===== config.mk =====
export PLATFORM = sky130hd
export DESIGN_NAME = dcp_delay
export DESIGN_NICKNAME = d
export VERILOG_FILES = /design/src/design/dcp_pkg.sv /design/src/design/dcp_delay.sv
export SDC_FILE = /design/constraint.sdc
export NUM_CORES = 1
export LEC_CHECK = 0
export BUFFER_PORTS_ARGS = -buffer_cell sky130_fd_sc_hd__buf_2
export CAP_MARGIN = 20
export CORE_ASPECT_RATIO = 1.5
export CORE_MARGIN = 2
export CORE_UTILIZATION = 42
export DETAILED_ROUTE_END_ITERATION = 16
export PLACE_DENSITY = 0.87
export SYNTH_ARGS = -nofsm -noshare
export SYNTH_HDL_FRONTEND = slang
export SYNTH_SLANG_ARGS = --single-unit

===== constraint.sdc =====
create_clock -name clk -period 0.8 [get_ports clk]
set_input_delay 0.12 -clock clk [delete_from_list [all_inputs] [get_ports clk]]
set_output_delay 0.12 -clock clk [all_outputs]
set_load 0.005 [all_outputs]

===== src/design/dcp_pkg.sv =====
// Shared types and register codes for the dipole corrector particle map.
`default_nettype none
package dcp_pkg;

    localparam int CFG_IDX_W = 3;

    typedef enum logic [CFG_IDX_W-1:0] {
        CFG_STEP_LENGTH = 3'd0,
        CFG_KICK_X      = 3'd1,
        CFG_KICK_Y      = 3'd2,
        CFG_APERTURE_X  = 3'd3,
        CFG_APERTURE_Y  = 3'd4,
        CFG_INV_BETA0   = 3'd5
    } dcp_cfg_idx_t;

    // side information that travels with each quotient through the divider
    typedef struct packed {
        logic neg;
        logic bzero;
        logic azero;
        logic ovf;
    } dcp_div_flags_t;

endpackage
`default_nettype wire


===== src/design/dcp_delay.sv =====
// Enabled shift-register delay line for aligning pipeline operands.
`default_nettype none
module dcp_delay
    import dcp_pkg::*;
#(
    parameter int WIDTH = 32,
    parameter int DEPTH = 1
)
(
    input  wire logic             clk,
    input  wire logic             en,
    input  wire logic [WIDTH-1:0] din,
    output logic      [WIDTH-1:0] dout
);

    logic [WIDTH-1:0] sr_reg [DEPTH];

    always_ff @(posedge clk)
    begin
        if (en)
        begin
            sr_reg[0] <= din;
            for (int i = 1; i < DEPTH; i++)
            begin
                sr_reg[i] <= sr_reg[i-1];
            end
        end
    end

    assign dout = sr_reg[DEPTH-1];

endmodule
`default_nettype wire


### Yosys cells after proc, flatten, opt, wreduce, memory -nomap -nowiden

Memories as Yosys holds them, arrays and structs flattened.
Index checks and enable logic that the tools add are counted.

* multiplexer cells: 2

Operators by type and width (count)
* 2-to-1 mux 1 bit: 2

* memories kept: 1
* output and inout port bits: 32
* logic and storage cells: 3
* bits of input ports: 34
* RAM bits: 32
* register bits: 0

Memory list
* sr_reg: words 1, bits a word 32, rd ports 1, clocked after memory_dff 0, wr ports 1, RTL line dcp_delay.sv:16 `logic [WIDTH-1:0] sr_reg [DEPTH];`

### Logic depth before layout (Yosys ltp)

* depth in word-level cells: 2
* gate-level depth with buffers: 0
* mapped depth without buffers: 0

### Worst setup path before layout

No wires, ideal clock.

* path type: register to output
* start: memory sr_reg[0][0]
* end: output port dout[0]
* arrival: 355 ps
* data required time: 680 ps
* cell stages (with the launch flop): 1
* path slack: 325 ps
* path buffers: 0
* cell sequence: edfxtp_1

* longest elaborated chain between the ends: 1

Ends and longest elaborated chain
* start: declaration: RTL line dcp_delay.sv:16
* memory (1 x 32 bit)
* end: declaration: RTL line dcp_delay.sv:13 `output logic [WIDTH-1:0] dout`

No other way between the ends.

### Final worst setup path

* start: memory sr_reg[0][10]
* end: output port dout[10]

The elaborated chain is that of the path after synthesis.

==> reports/summary.txt <==
Clk root buf - clkbuf_4
Register area share after synthesis - 100%
RSZ-0062 raised after global routing - true
CP Cell Sequence - buf_2
Via count - 711
Crit. End Element - primary output
Clk slew on worst S/H paths - 0.09 ns
Final worst setup slack - -0.219 ns
Row count - 21
Unique cell type count in the Yosys netlist - 1
Failing checks - negative setup slack
#MultiIn Comb - 0
Iteration count of the initial detailed-routing pass - 2
Top Ports - 66
Multi-input gate area - 0 µm²
Synthesized Nets - 66
Width of the die - 43.1 µm
Crit path max fanout - 1
Status - finished with violations
CTS tree - built
Finished Cell Area - 1720 µm²
Post-route minimum period - 1.02 ns
Cell count after placement - 122
Number of CTS-inserted buffers - 5
Max reg flops - 32
Worst hold path class - in2reg
Top_reg_cell synth - edfxtp_1
Grt ovf - 0
Routed len/inst - 14.9 µm
Mapped Cells - 32
Crit path DAT - 0.90 ns
Fmax - 981 MHz
Net count, final - 172
Pleak - 0.000747 µW
DP Area - 1360 µm²
Post-Syn Area - 961 µm²
Remaining antenna violation count - 0
Max-slew violations - 0
Ratio of final minimum period to clock period - 127%
Max capacitance violation total - 0
Mean Syn Cell Area - 30.0 µm²
Bufs and invs on worst path - 1
Layout Cells excl Fill - 161
Worst rel slew slack - 92.3%
VDD IR max - 1.38 mV
Setup Viol. Count Final - 32
Yosys warning count - 0
Final hold viol count - 0
Layout cell share with drive strength beyond 1 - 52.2%
Post-synth ARST share - 0%
Top delay family on crit path - flip-flops
Tot GR Track Use - 20.6%
Fin util - 77.9%
Startpoint Class - flop
Clock Path Buffers - 2
Worst path slowest cell - edfxtp_1
Initial antenna violation count - 0
Count leader, synth - edfxtp_1
Placer Congestion - 0.737
Setup bufs post-CTS - 0
Core Box Area - 2210 µm²
Detailed-route DRC error count - 0
Req. time, crit path - 0.68 ns
Area leader, netlist - edfxtp_1
Setup TNS - -4.82 ns
# resized after CTS - 0
H-tree Lvls - 2
Hold path depth - 2
Initial Utilization - 43.5%
Die area - 2690 µm²
CP peak stage delay - 0.42 ns
IO Port Bufs - 65
Detailed-route wire length - 2.40 mm
Worst slew pin tran - 0.115 ns
Initial drt markers - 17
Clock sinks - 32
Largest net degree at the start of global routing - 22
Ranking of synthesized cells by area - edfxtp_1 100%
Area Overhead vs Synth - 79.0%
Synth top cells by count - 32 x edfxtp_1
PwrDens - 1870 nW/µm²
First-pass GRT wire length - 3.66 mm
Post-synth EDFFs - 32
Stages on the worst setup path - 1
Vias per inst - 4.42
Vias in the first global route - 790
Die Ht - 62.6 µm
Number of synthesized register bits - 32
Post-synth top area share - 100%
Ant diodes - 0
Setup Crit Path Kind - reg2out
Pre-CTS worst setup slack - 0.0591 ns
==> power by group <==
group          internal, µW  switching, µW  leakage (µW)
Sequential             1990           35.1      0.000313
Combinational           257            144      0.000408
Clock                   306            484     0.0000261
Total                  2550            663      0.000747
==> cell families after synthesis <==
| group | synth area share (%) |
|---|---|
| flip-flops | 100 |
==> path summary, 6_finish.rpt <==
kind	from	slack [ns]	end
worst max-delay path	sr_reg[0][10]	-0.22	dout[10]
worst min-delay path	en	0.22	sr_reg[0][26]
==> layout by cell type (no fill, tap or decap), drive strengths merged <==
master	n
clkbuf	5
clkinv	2
edfxtp	32
buf	67
dlygate4sd3	32
==> metrics by stage <==
| stage | total power, µW | hold slack, ns |
|---|---|---|
| after global placement | 2320 | 0.296 |
| after detailed placement | 2330 | 0.298 |
| after floorplan | 2080 | 0.219 |
| after global routing | 3370 | 0.201 |
| after CTS | 3220 | 0.189 |
| final | 3220 | 0.216 |
==> area by class of cell <==
class,instances,area [µm²]
fill,130,487
clock buffer,5,37.5
clock inverter,2,7.51
sequential,32,961
tap,23,28.8
timing repair buffer,99,686
==> layer usage <==
metal / wire length [µm] / GRT usage, %
met1: 858 / 20.9
met3: 306 / 9.83
met4: 56 / 14.8
met5: 0 / 0
met2: 1180 / 32.2
==> repair_timing <==
item                                   4_1_cts  5_1_grt
cloned                                       0        0
hold buffers                                32        0
setup endpoints to repair                   32       32
endpoints found under the hold margin       32        0
No activity file was read; power rests on OpenSTA's default activity.
