--- src/design/dcp_pkg.sv ---
// Shared types and register codes for the dipole corrector particle map.
`default_nettype none
package dcp_pkg;

    localparam int CFG_IDX_W = 3;

    typedef enum logic [CFG_IDX_W-1:0] {
        CFG_STEP_LENGTH = 3'd0,
        CFG_KICK_X      = 3'd1,
        CFG_KICK_Y      = 3'd2,
        CFG_APERTURE_X  = 3'd3,
        CFG_APERTURE_Y  = 3'd4,
        CFG_INV_BETA0   = 3'd5
    } dcp_cfg_idx_t;

    // side information that travels with each quotient through the divider
    typedef struct packed {
        logic neg;
        logic bzero;
        logic azero;
        logic ovf;
    } dcp_div_flags_t;

endpackage
`default_nettype wire

--- src/design/dcp_sqrt.sv ---
// Pipelined integer square root, one result bit per stage, floor rounding.
`default_nettype none
module dcp_sqrt
    import dcp_pkg::*;
#(
    parameter int SQW = 29
)
(
    input  wire logic             clk,
    input  wire logic             en,
    input  wire logic [2*SQW-1:0] rad,
    output logic      [SQW-1:0]   root
);

    logic [SQW:0]     rem_reg  [SQW];
    logic [SQW-1:0]   root_reg [SQW];
    logic [2*SQW-1:0] rad_reg  [SQW];

    for (genvar i = 0; i < SQW; i++)
    begin : g_stage
        logic [SQW:0]     rem_p;
        logic [SQW-1:0]   root_p;
        logic [2*SQW-1:0] rad_p;
        logic [SQW+2:0]   rem_t;
        logic [SQW+2:0]   trial;
        logic             ge;

        if (i == 0)
        begin : g_first
            assign rem_p  = '0;
            assign root_p = '0;
            assign rad_p  = rad;
        end
        else
        begin : g_next
            assign rem_p  = rem_reg[i-1];
            assign root_p = root_reg[i-1];
            assign rad_p  = rad_reg[i-1];
        end

        assign rem_t = {rem_p, rad_p[2*SQW-1:2*SQW-2]};
        assign trial = {1'b0, root_p, 2'b01};
        assign ge    = (rem_t >= trial);

        always_ff @(posedge clk)
        begin
            if (en)
            begin
                rem_reg[i]  <= ge ? (SQW+1)'(rem_t - trial) : (SQW+1)'(rem_t);
                root_reg[i] <= {root_p[SQW-2:0], ge};
                rad_reg[i]  <= {rad_p[2*SQW-3:0], 2'b00};
            end
        end
    end

    assign root = root_reg[SQW-1];

endmodule
`default_nettype wire

--- config.mk ---
export PLATFORM = sky130hd
export DESIGN_NAME = dcp_sqrt
export DESIGN_NICKNAME = d
export VERILOG_FILES = /design/src/design/dcp_pkg.sv /design/src/design/dcp_sqrt.sv
export SDC_FILE = /design/constraint.sdc
export NUM_CORES = 2
export LEC_CHECK = 0
export ABC_CLOCK_PERIOD_IN_PS = 4550
export BUFFER_PORTS_ARGS = -buffer_cell sky130_fd_sc_hd__buf_2
export CAP_MARGIN = 25
export CORE_UTILIZATION = 47
export CTS_CLUSTER_SIZE = 25
export DETAILED_ROUTE_END_ITERATION = 7
export GPL_TIMING_DRIVEN = 0
export HOLD_SLACK_MARGIN = 0.15
export SLEW_MARGIN = 20
export SYNTH_ARGS = -nofsm -noshare
export SYNTH_HDL_FRONTEND = slang
export SYNTH_SLANG_ARGS = --single-unit
--- constraint.sdc ---
create_clock -name clk -period 4.55 [get_ports clk]
set_input_delay 0 -clock clk [delete_from_list [all_inputs] [get_ports clk]]
set_output_delay 0 -clock clk [all_outputs]
set_load 0.05 [all_outputs]
== After elaboration in Yosys (flattened, before gate mapping) ==
Memory sizes are Yosys's and may differ from the RTL's.
Index checks and enable logic that the tools add are counted.

* Register bits after elaboration: 0
* Memory bits (writable): 3,335
* Input bits: 60
* Output and inout bits: 29
* Word-level logic and storage cells: 92
* Memories kept: 3

{| class="wikitable"
|+ Memories
! name !! depth !! width !! read ports !! clocked after memory_dff !! wr ports !! RTL line !! RTL
|-
| rad_reg || 29 || 56 || 28 || 0 || 29 || dcp_sqrt.sv:17 || <nowiki>logic [2*SQW-1:0] rad_reg [SQW];</nowiki>
|-
| rem_reg || 29 || 30 || 28 || 0 || 29 || dcp_sqrt.sv:15 || <nowiki>logic [SQW:0] rem_reg [SQW];</nowiki>
|-
| root_reg || 29 || 29 || 29 || 0 || 29 || dcp_sqrt.sv:16 || <nowiki>logic [SQW-1:0] root_reg [SQW];</nowiki>
|}

* $add $sub $neg: 29
* Magnitude comparators: 29
* Mux-type cells: 31

{| class="wikitable"
|+ Operators by type and width
! cell !! count
|-
| >= comparator 32 x 31 -> 1 bit || 28
|-
| 2-to-1 mux 30 bit || 29
|-
| subtractor 30 bit || 28
|-
| subtractor 2 x 1 -> 3 bit (second input constant) || 1
|-
| >= comparator 2 x 1 -> 1 bit (second input constant) || 1
|-
| 2-to-1 mux 1 bit || 2
|}

== Depth between registers and ports, before layout ==
An unclocked memory read counts as a cell.

* Depth after elaboration: 3
* Gate-level depth with buffers: 14
* Gate-level depth less buffers: 13

== Worst setup path before layout ==
Ideal clock, no wire load.

* Path type: flip-flop to flip-flop
* Start: memory rem_reg[0][224] (netlist name)
* End: memory rem_reg[0][246] (netlist name) (data pin)
* Setup time: 0.262 ns
* Data arrival time: 3.383 ns
* Required time: 4.288 ns
* Setup slack: 0.905 ns
* Cell stages (with the launch flop): 10
* Path buffers: 1
* Period minus slack after synthesis: 3.645 ns
* Path through: edfxtp_1 -> or4_4 -> or4_1 -> or3_1 -> or3_1 -> or3_1 -> nor2_2 -> nor4b_4 -> buf_6 -> mux2_1

{| class="wikitable"
|+ RTL lines
! what !! RTL line
|-
| from (decl) || dcp_sqrt.sv:15
|}

==> run metrics <==
Tcrit/Tclk final=94.3%; Remaining Overflow, GRT=0; largest net degree at the start of global routing=~150; IO buf count=between 80 and 90; synthesis-stage register bit count=2,045; synth unique cells=82; overall routing resource usage=about a fifth; Worst Path Arrival=a little under 5000 ps; Max FO, Critical Path=10; FMAX=about 230 MHz; slowest cell delay on critical path=between 500 and 600 ps; share of flip-flops with an asynchronous set or reset=0%; Fin Setup TNS=0 ps; initial antenna violation count=5; layout cells sized above 1=between 7 and 8%; clock latency on the worst-skew pair=roughly 850 ps; simple-gate share of the synthesized area=between 9 and 10%; ys flop type=edfxtp_1; slowest CP cell=clkbuf_1; final instance area=108,000 µm²; worst-margin pin slew=about 1100 ps; Layout Area Growth over Synthesis=13.4%; setup ws final=between 200 and 300 ps; EDFF count, synth=slightly above 2,000; RSZ-0062 raised after global routing=no; post-placement setup slack=-228 ps; CP Capture Type=register; R2R Path End=rem_reg[1][351]; max reg flops=about 800; DRT antenna net count=0; via count=57,465; Hold EP=rad_reg[0][1]; Residual DRC=0; Post-Synthesis Cell Area=~95,000 µm²; die area=~200,000 µm²; Die Ht=~450 µm; CTS H-Tree Depth=4; clk root buf=clkbuf_16; synthesized net count=between 7,000 and 8,000; Wirelength per Cell=approximately 18 µm; Initial Util=47.5%; Vias/cell=between 5 and 6; vias in the first global route=approximately 57,000; DIE WIDTH=452 µm; Fill cells=16,728; MaxCap Viol Count=0; clock sinks=2,045; DRT Wirelength=between 150 and 200 mm; mux contribution to synthesized area=roughly 1.1%; Post-CTS Setup Inserts=0; FF-to-FF path depth=14; post-synthesis compound-gate area fraction=9.68%; Final Slew Violations=0; commonest non-fill, non-tap cell in the layout=edfxtp_1; CP Depth=14; Final Util=53.9%; Adder-Cell Fraction of Synth Area=approximately 6.1%; most frequent cells in the layout=edfxtp_1 (2,045), inv_1 (594), a21oi_1 (475); main combinational cell family by area after synthesis=simple AND/OR/NAND/NOR gates; Setup Skew=36.5 ps; leakage=41.2 nW; Iter 0 DRT Violations=4,041; Gate Count Post-Synth=about 7,400; Hold Crit Depth=2; PD cells=~500 nW/µm²; CP Cell Sequence=inv_1, ha_1, and3_1, nand3_1, nor2_1, and3_1, o21a_1, o21bai_1, a21o_1, a22o_1, inv_1, clkbuf_1, clkbuf_2, mux2_2; Ports=~90; Max Root-Sink Buffers=3; Worst Path Buf+Inv=4; first-pass GRT wire length=~300 mm; RD Place Congestion=approximately 0.9; core area=approximately 200,000 µm²; R2R Path Start=root_reg[6][64]; Hold Vio Cnt, Final=0; r2r setup slk=about 260 ps; minimum clock period=~4300 ps; final setup fails=0; Num CTS Buffers=~210; CP required=around 5100 ps; CTS tree=done; Synth Area in XOR/XNOR=about 5.8%; nets@finish=between 8,000 and 9,000; Syn. warnings=0; DRT Pass-1 Iters=6; Largest delay share family, worst path=buffers and inverters; relative slew slack=between 20% and 30%; hold_sp=en; outcome=complete, no violations; Critical Path Start Type=register; Avg Cell Area, Syn=12.9 µm²; class of the worst hold path=in2reg; DP Area=99,500 µm²; worst vdd ir=between 0.4 and 0.5 mV; Post-DP HPWL=139 mm; sequential element share of the synthesized area=between 60 and 70%; Tot Pwr=approximately 54 mW; register clock-pin slew on the reported worst setup and hold paths=about 60 ps; Setup CP Type=reg2reg; # rows=about 160
worst max-delay path by stage:
stage,startpoint,slack (ps),to
after floorplan,rem_reg[0][224],900,rem_reg[0][246]
after global placement,en,-28310,rad_reg[1][104]
after detailed placement,rem_reg[1][183],-230,rem_reg[1][221]
after CTS,root_reg[6][64],80,rem_reg[1][351]
after global routing,rad_reg[1][166],60,rem_reg[1][108]
final,root_reg[6][64],260,rem_reg[1][351]
metrics by stage:
step           hold WS, ps  cells
2_1_floorplan         98.9   7358
3_3_place_gp           177  10102
3_5_place_dp           178  10118
4_1_cts                175  10630
5_1_grt                197  10632
6_report               208  10632
per-layer routing:
metal  vias up  global-route usage, %  share of wire (%)  routed length [µm]
met5         -                      0                  0                   0
met4         0                   6.19                2.9                5570
met3       316                   2.92                4.2                8020
met2      1155                   32.2                 49               94700
met1     27816                   24.7                 44               84500
li1      28178                      -                  -                   -
area by class of cell:
cell class                 count  area (µm²)  area share [%]
clock inverter               144        1850            1.71
inverter                     597        2240            2.07
clock buffer                 250        5470            5.06
buffer                       136         528           0.488
timing repair buffer         224        2090            1.93
antenna                        1        2.50         0.00232
sequential                  2045       61400            56.8
multi-input combinational   4579       31200            28.8
tap                         2656        3320            3.07
Yosys cell counts, drive strengths merged, types with 40 or more instances:
cell    count  area [µm²]
xnor2     337        2950
nand4      77         482
clkbuf    122         458
nand2     471        1770
mux2       78         878
xor2      298        2610
o31ai      49         368
nor2      447        1680
nor3      190         951
and3       40         250
a21oi     475        2380
a211oi     45         338
nand2b     75         469
ha        466        5830
o21bai     42         315
o21a      104         781
nor2b      84         526
inv       596        2240
nand3     134         671
edfxtp   2045       61400
or2        46         288
a21o      169        1270
nor4       94         588
a31oi      40         250
o21ai     343        1720
or3        92         576
what timing repair did:
action | in CTS | in global routing
endpoints found under the setup margin | 18 | 65
pin swaps | 0 | 1
hold buffers | 118 | 0
gates cloned | 0 | 0
endpoints found under the hold margin | 548 | 0
gates resized for setup | 2 | 11
kinds of logic after synthesis:
logic type,Yosys count
flip-flops,2045
AND/OR/NAND/NOR,1908
AO/OA/AOI/OAI,1478
buffers and inverters,734
XOR/XNOR,635
adder cells (fa/ha/maj),466
multiplexers,91
other,1
power by group:
| part | switching, mW | total (mW) | internal (mW) |
|---|---|---|---|
| clock network | 7.35 | 18.0 | 10.6 |
| logic | 6.17 | 10.7 | 4.51 |
| registers | 1.53 | 25.3 | 23.8 |
(Power assumes the default switching activity.)
