**src/design/dcp_pkg.sv**
```systemverilog
// Shared types and register codes for the dipole corrector particle map.
`default_nettype none
package dcp_pkg;

    localparam int CFG_IDX_W = 3;

    typedef enum logic [CFG_IDX_W-1:0] {
        CFG_STEP_LENGTH = 3'd0,
        CFG_KICK_X      = 3'd1,
        CFG_KICK_Y      = 3'd2,
        CFG_APERTURE_X  = 3'd3,
        CFG_APERTURE_Y  = 3'd4,
        CFG_INV_BETA0   = 3'd5
    } dcp_cfg_idx_t;

    // side information that travels with each quotient through the divider
    typedef struct packed {
        logic neg;
        logic bzero;
        logic azero;
        logic ovf;
    } dcp_div_flags_t;

endpackage
`default_nettype wire

```
**src/design/dcp_div.sv**
```systemverilog
// Pipelined saturating fixed-point divider: (a << F) / b, truncated toward zero.
`default_nettype none
module dcp_div
    import dcp_pkg::*;
#(
    parameter int W  = 32,
    parameter int F  = 24,
    parameter int DW = 29
)
(
    input  wire logic                clk,
    input  wire logic                en,
    input  wire logic signed [W-1:0] num,
    input  wire logic        [DW-1:0] den,
    output logic signed      [W-1:0] quo
);

    localparam int QW = W + 1;
    localparam int NW = W + F;
    localparam int CW = (F - 1 > DW) ? F - 1 : DW;

    localparam logic signed [W-1:0] VMAX = {1'b0, {(W-1){1'b1}}};
    localparam logic signed [W-1:0] VMIN = {1'b1, {(W-1){1'b0}}};
    localparam logic [QW-1:0] QMAX  = {2'b00, {(W-1){1'b1}}};
    localparam logic [QW-1:0] QHALF = {2'b01, {(W-1){1'b0}}};

    // prep stage
    logic           neg;
    logic [W-1:0]   mag;
    logic [NW-1:0]  nfull;
    logic [F-2:0]   hi;
    dcp_div_flags_t flg_p;

    assign neg   = num[W-1];
    assign mag   = neg ? (~num + 1'b1) : num;
    assign nfull = {mag, {F{1'b0}}};
    assign hi    = nfull[NW-1:QW];

    always_comb
    begin
        flg_p.neg   = neg;
        flg_p.bzero = (den == '0);
        flg_p.azero = (num == '0);
        // quotient would need more than QW bits
        flg_p.ovf   = (den != '0) && (CW'(hi) >= CW'(den));
    end

    logic [DW-1:0]  rem_reg [QW+1];
    logic [QW-1:0]  lo_reg  [QW+1];
    logic [QW-1:0]  q_reg   [QW+1];
    logic [DW-1:0]  den_reg [QW+1];
    dcp_div_flags_t flg_reg [QW+1];

    always_ff @(posedge clk)
    begin
        if (en)
        begin
            rem_reg[0] <= DW'(hi);
            lo_reg[0]  <= nfull[QW-1:0];
            q_reg[0]   <= '0;
            den_reg[0] <= den;
            flg_reg[0] <= flg_p;
        end
    end

    for (genvar k = 0; k < QW; k++)
    begin : g_step
        logic [DW:0] rem_t;
        logic        ge;

        assign rem_t = {rem_reg[k], lo_reg[k][QW-1]};
        assign ge    = (rem_t >= {1'b0, den_reg[k]});

        always_ff @(posedge clk)
        begin
            if (en)
            begin
                rem_reg[k+1] <= ge ? DW'(rem_t - {1'b0, den_reg[k]}) : DW'(rem_t);
                lo_reg[k+1]  <= {lo_reg[k][QW-2:0], 1'b0};
                q_reg[k+1]   <= {q_reg[k][QW-2:0], ge};
                den_reg[k+1] <= den_reg[k];
                flg_reg[k+1] <= flg_reg[k];
            end
        end
    end

    logic [QW-1:0]       q;
    dcp_div_flags_t      f;
    logic signed [W-1:0] quo_next;
    logic signed [W-1:0] quo_reg;

    assign q = q_reg[QW];
    assign f = flg_reg[QW];

    always_comb
    begin
        if (f.bzero)
        begin
            quo_next = f.azero ? '0 : (f.neg ? VMIN : VMAX);
        end
        else if (f.neg)
        begin
            quo_next = (f.ovf || q > QHALF) ? VMIN : W'(~q + 1'b1);
        end
        else
        begin
            quo_next = (f.ovf || q > QMAX) ? VMAX : q[W-1:0];
        end
    end

    always_ff @(posedge clk)
    begin
        if (en)
        begin
            quo_reg <= quo_next;
        end
    end

    assign quo = quo_reg;

endmodule
`default_nettype wire

```
**config.mk**
```make
export PLATFORM = sky130hd
export DESIGN_NAME = dcp_div
export DESIGN_NICKNAME = d
export VERILOG_FILES = /design/src/design/dcp_pkg.sv /design/src/design/dcp_div.sv
export SDC_FILE = /design/constraint.sdc
export NUM_CORES = 2
export LEC_CHECK = 0
export BUFFER_PORTS_ARGS = -buffer_cell sky130_fd_sc_hd__buf_2
export CORE_AREA = 2 2 742 744
export DETAILED_ROUTE_END_ITERATION = 10
export DIE_AREA = 0 0 744 746
export GPL_TIMING_DRIVEN = 0
export MAX_ROUTING_LAYER = met4
export PLACE_DENSITY_LB_ADDON = 0.1
export SLEW_MARGIN = 20
export SYNTH_ARGS = -nofsm -noshare
export SYNTH_HDL_FRONTEND = slang
export SYNTH_MEMORY_MAX_BITS = 65536
export SYNTH_SLANG_ARGS = --single-unit
```
**constraint.sdc**
```tcl
create_clock -name clk -period 7 [get_ports clk]
set_input_delay 1.4 -clock clk [delete_from_list [all_inputs] [get_ports clk]]
set_output_delay 1.4 -clock clk [all_outputs]
set_load 0.1 [all_outputs]
```
== Yosys cells after proc, flatten, opt, wreduce, memory -nomap -nowiden ==
Memory sizes are Yosys's and may differ from the RTL's.
Cells that the tools add are included.
W data, S select, Z words.

* Memories: 5
* Input port bits: 63
* RAM bits: 4318
* Register bits: 32
* Word-level logic and storage cells: 127
* Output and inout bits: 32

* $lt $le $gt $ge: 36
* Multiplexer cells: 42
* Reduce and logical (&&, ||, !) cells: 6
* Add/sub/neg operators: 35
* Bitwise logic cells: 2

{| class="wikitable"
|+ Memory list
! name !! depth !! bits a word !! rd ports !! clocked after memory_dff !! wr ports !! RTL line !! RTL
|-
| q_reg || 34 || 33 || 34 || 0 || 34 || dcp_div.sv:50 || <nowiki>logic [QW-1:0] q_reg [QW+1];</nowiki>
|-
| lo_reg || 34 || 32 || 33 || 0 || 34 || dcp_div.sv:49 || <nowiki>logic [QW-1:0] lo_reg [QW+1];</nowiki>
|-
| den_reg || 34 || 29 || 33 || 0 || 34 || dcp_div.sv:51 || <nowiki>logic [DW-1:0] den_reg [QW+1];</nowiki>
|-
| rem_reg || 34 || 29 || 33 || 0 || 34 || dcp_div.sv:48 || <nowiki>logic [DW-1:0] rem_reg [QW+1];</nowiki>
|-
| flg_reg || 34 || 4 || 34 || 0 || 34 || dcp_div.sv:52 || <nowiki>dcp_div_flags_t flg_reg [QW+1];</nowiki>
|}

{| class="wikitable"
|+ Operators by type and width
! kind !! count
|-
| $ge A30 B29 Y1 || 33
|-
| $mux W29 || 33
|-
| $sub A29 B29 Y29 || 33
|-
| $mux W32 || 7
|-
| $add A32 B1 Y32 const B || 2
|-
| $not A32 Y32 || 2
|-
| $gt A33 B31 Y1 const B || 1
|-
| $gt A33 B32 Y1 const B || 1
|-
| $logic_not A32 Y1 || 1
|-
| $ge A23 B29 Y1 || 1
|-
| $logic_not A29 Y1 || 1
|-
| $reduce_bool A29 Y1 || 1
|-
| $logic_or A1 B1 Y1 || 2
|-
| $mux W1 || 2
|-
| $logic_and A1 B1 Y1 || 1
|}

== Longest topological paths before layout ==
An unclocked memory read counts as a cell.

* Depth in word-level cells: 6
* Gate-level depth with buffers: 18

== Least setup slack after synthesis ==
Ideal clock, no wire load.

* Path type: input to register
* Start point: in num[6]
* End point: mem flg_reg[0][0] in the netlist's numbering (data pin)
* Setup slack: 1.397 ns
* Path buffers: 0
* Stages on the path: 17
* Library setup time: 0.259 ns
* Data arrival time: 5.345 ns
* Required time: 6.741 ns
* Cell sequence: or4_1 or3_1 or4_1 or4_1 or4_1 o31ai_1 xnor2_1 ha_1 a21o_1 a21o_1 a21oi_1 nor2b_1 o21ai_0 nand2b_1 a21oi_1 o22ai_1 o31a_1

{| class="wikitable"
|+ RTL lines
! element !! RTL line !! RTL
|-
| from (decl) || dcp_div.sv:13 || <nowiki>input wire logic signed [W-1:0] num,</nowiki>
|-
| to (decl) || dcp_div.sv:52 ||
|}

==> flow_summary.toml <==
[synth]
synth_nets = 12955
synth_warnings = 0
synth_cell_types = 83
ys.flop_type = "edfxtp_1"
ys_ff_latch = 2682
ys_async_sr_fraction_pct = 0
synth_edf_count = 2682
syn_avg_cell_area_um2 = 11.9
seq_area_frac_synth_pct = 56.8
syn_area_um2 = 142000
synth_cells = 11883

[placement]
place.gp.congestion = 0.894
dp_hpwl_um = 300000
placement.io_buffers = 94
place_area_um2 = 152000

[route]
drt_iter0_drc = 6300
dr.pass1.iters = 6
drc = 0
final_antenna_net_count = 0
via_count = 91736
totalWireLength_um = 393000
routed_via_density = 4.61
post_drt_wl_per_cell_um = 19.8

[clock_network]
clockBufferDepth = 4
htree_levels = 5
cts_resized = 0
cts_made_buffers = 344
ctsHoldBuffers = 0
cts_root_buffer = "clkbuf_16"
post_cts_buffers = 0
cts_tree = "yes"
cts.sinks = 2682
clock_latency_ns = 0.96
cts.clk_slew.worst_paths_ns = 0.06

[sta]
fmax_mhz = 167
period_minus_slack_ns = 5.97
fin_crit_sh_pct = 85.3
fin_skew_ns = 0.0585
setup_viol = 0
fin_setup_tns_ns = 0
drv_slew = 0
hold_violations = 0
worstMarginPinSlew_ns = 1.18
relSlewSlack_pct = 20.8
rsz0062_at_grt = "false"

[final_layout]
fillCellCount = 55612
drive_gt1_share_pct = 9.04
final_cell_mix = "2,682 x edfxtp_1, 1,224 x inv_1, 977 x ha_1"
layout.nets = 13420
final_area_um2 = 163000
multi_input_area_um2 = 55600
mostFrequentLayoutCell = "edfxtp_1"
seqCellArea_um2 = 80500
largest_register_ffs = 957
areaGrowthSynthToFinish_pct = 15.3
finish.utilization_pct = 29.9

[die]
io_pins = 95
die_h_um = 746
initial_core_util_pct = 25.9
dieArea_um2 = 555000
fp.coreArea_um2 = 547000
num_rows = 272
die_w_um = 744

[setup_path]
cp.required_ns = 7.63
slowest_stage = "clkbuf_1"
crit_family = "compound AO/OA/AOI/OAI gates"
worstReg2RegStart = "den_reg[21][0]"
r2r_setup_slack_ns = 1.03
critPathCaptureType = "flip-flop"
crit_fanout = 10
start_kind = "flip-flop"
r2r_cells = 12
worstPathArrival_ns = 6.60
reg2reg_to = "rem_reg[22][25]"
max_stage_delay_ns = 0.79
critPathBufInv = 2
path_cells = "fa_1 > nor2b_1 > o31a_1 > o211ai_1 > a21oi_1 > o21bai_1 > a211oi_1 > nor3_2 > nor2_1 > clkbuf_1 > clkbuf_1 > a21oi_1"
crit_type = "reg2reg"

[global_route]
grt_first_pass_wirelength_um = 589000
grt_max_degree = 147
antenna_found_initial = 9
overflow = 0
track_usage_pct = 14.2
grt_pass1_vias = 92067

[hold_path]
hold_path_depth = 0
hold_end = "q_reg[21][14]"
hold_class = "reg2reg"
min_from = "q_reg[20][13]"

[power]
vdd_ir_drop_max_uv = 226
p_comb_share_pct = 42.2
swShare_pct = 37.7
p_int_mw = 47.1
leakage_nw = 63.9
p_clk_share_pct = 23.8
share_seq_of_total_power_pct = 34.0
p_per_area_nw_per_um2 = 463
switchingPower_mw = 28.5

[status]
outcome = "completed"

[flow_run]
drv_cap = 0
-- worst max path at each step --
stage                    from         endpoint  slack (ns)  cells after the start
3_5_place_dp               en   den_reg[29][0]        0.65                      8
2_1_floorplan          num[6]    flg_reg[0][0]        1.40                     17
6_report       den_reg[21][0]  rem_reg[22][25]        1.03                     12
5_1_grt        den_reg[21][0]  rem_reg[22][27]        0.74                     12
4_1_cts        den_reg[21][0]  rem_reg[22][25]        1.16                     12
3_3_place_gp               en   den_reg[32][4]      -41.06                      1
-- stage by stage --
| stage | total power, mW | std cells | hold WS, ns | setup slack, ns |
|---|---|---|---|---|
| global route | 81.2 | 19903 | 0.377 | 0.740 |
| finish | 75.6 | 19906 | 0.382 | 1.03 |
| floorplan | 47.8 | 11883 | 0.400 | 1.40 |
| CTS | 76.9 | 19889 | 0.371 | 1.16 |
| detailed placement | 58.1 | 19263 | 0.405 | 0.652 |
| global placement | 59.6 | 19238 | 0.400 | -41.06 |
-- Yosys cell counts (43+ instances only) --
library cell / n / area [um2]
mux2_2: 441 / 4970
and3_1: 79 / 494
xnor2_1: 507 / 4440
nor3_1: 151 / 756
nand3_1: 223 / 1120
nand2b_1: 141 / 882
nand4_1: 142 / 888
o31ai_1: 76 / 571
clkbuf_1: 250 / 938
a21o_1: 438 / 3290
nor2b_1: 142 / 888
o211ai_1: 57 / 428
xor2_1: 290 / 2540
ha_1: 977 / 12200
or3_1: 63 / 394
inv_1: 1224 / 4590
nor2_1: 665 / 2500
nand2_1: 691 / 2590
o21bai_1: 88 / 661
o31a_1: 43 / 377
a21oi_1: 889 / 4450
edfxtp_1: 2682 / 80500
a31oi_1: 116 / 726
o21a_1: 127 / 953
nor4_1: 53 / 332
a211oi_1: 72 / 541
o21ai_0: 655 / 3280
-- area by class of cell --
class | instances | share of cell area, %
clock buffers | 407 | 5.43
flip-flops and latches | 2682 | 49.3
multi-input cells | 7706 | 34.0
inverters | 1224 | 2.81
plain buffers | 271 | 0.641
diodes | 17 | 0.0260
clock inverters | 219 | 1.57
well taps | 7261 | 5.56
repair buffers | 119 | 0.682
-- power by group through the flow --
stage | sequential [mW] | combinational (mW) | clock (mW)
3_3_place_gp | 27.7 | 31.9 | 0
5_1_grt | 26.2 | 35.7 | 19.4
3_5_place_dp | 26.2 | 31.9 | 0
4_1_cts | 25.9 | 32.2 | 18.8
2_1_floorplan | 24.7 | 23.1 | 0
6_report | 25.7 | 31.9 | 18.0
-- cell families (layout without fill, tap and decap cells) --
kind of cell	count (synthesis)	after routing	share of synthesized area, %
compound gates	2894	2894	12.8
flops	2682	2682	56.8
simple gates	2531	2531	8.60
buf+inv	1495	2240	3.98
fa+ha+maj	1009	1009	9.08
xor+xnor	797	797	4.93
mux	475	475	3.76
other cells	0	17	0
-- routing by layer --
layer,wire [um],up-vias,part of all wire [%],track usage [%]
met5,0,-,0,-
met4,10500,0,2.7,3.77
met1,187000,44573,47,19.2
met3,15600,586,4.0,1.83
met2,180000,1722,46,22.3
li1,-,44855,-,-
No activity file was read; power rests on OpenSTA's default activity.
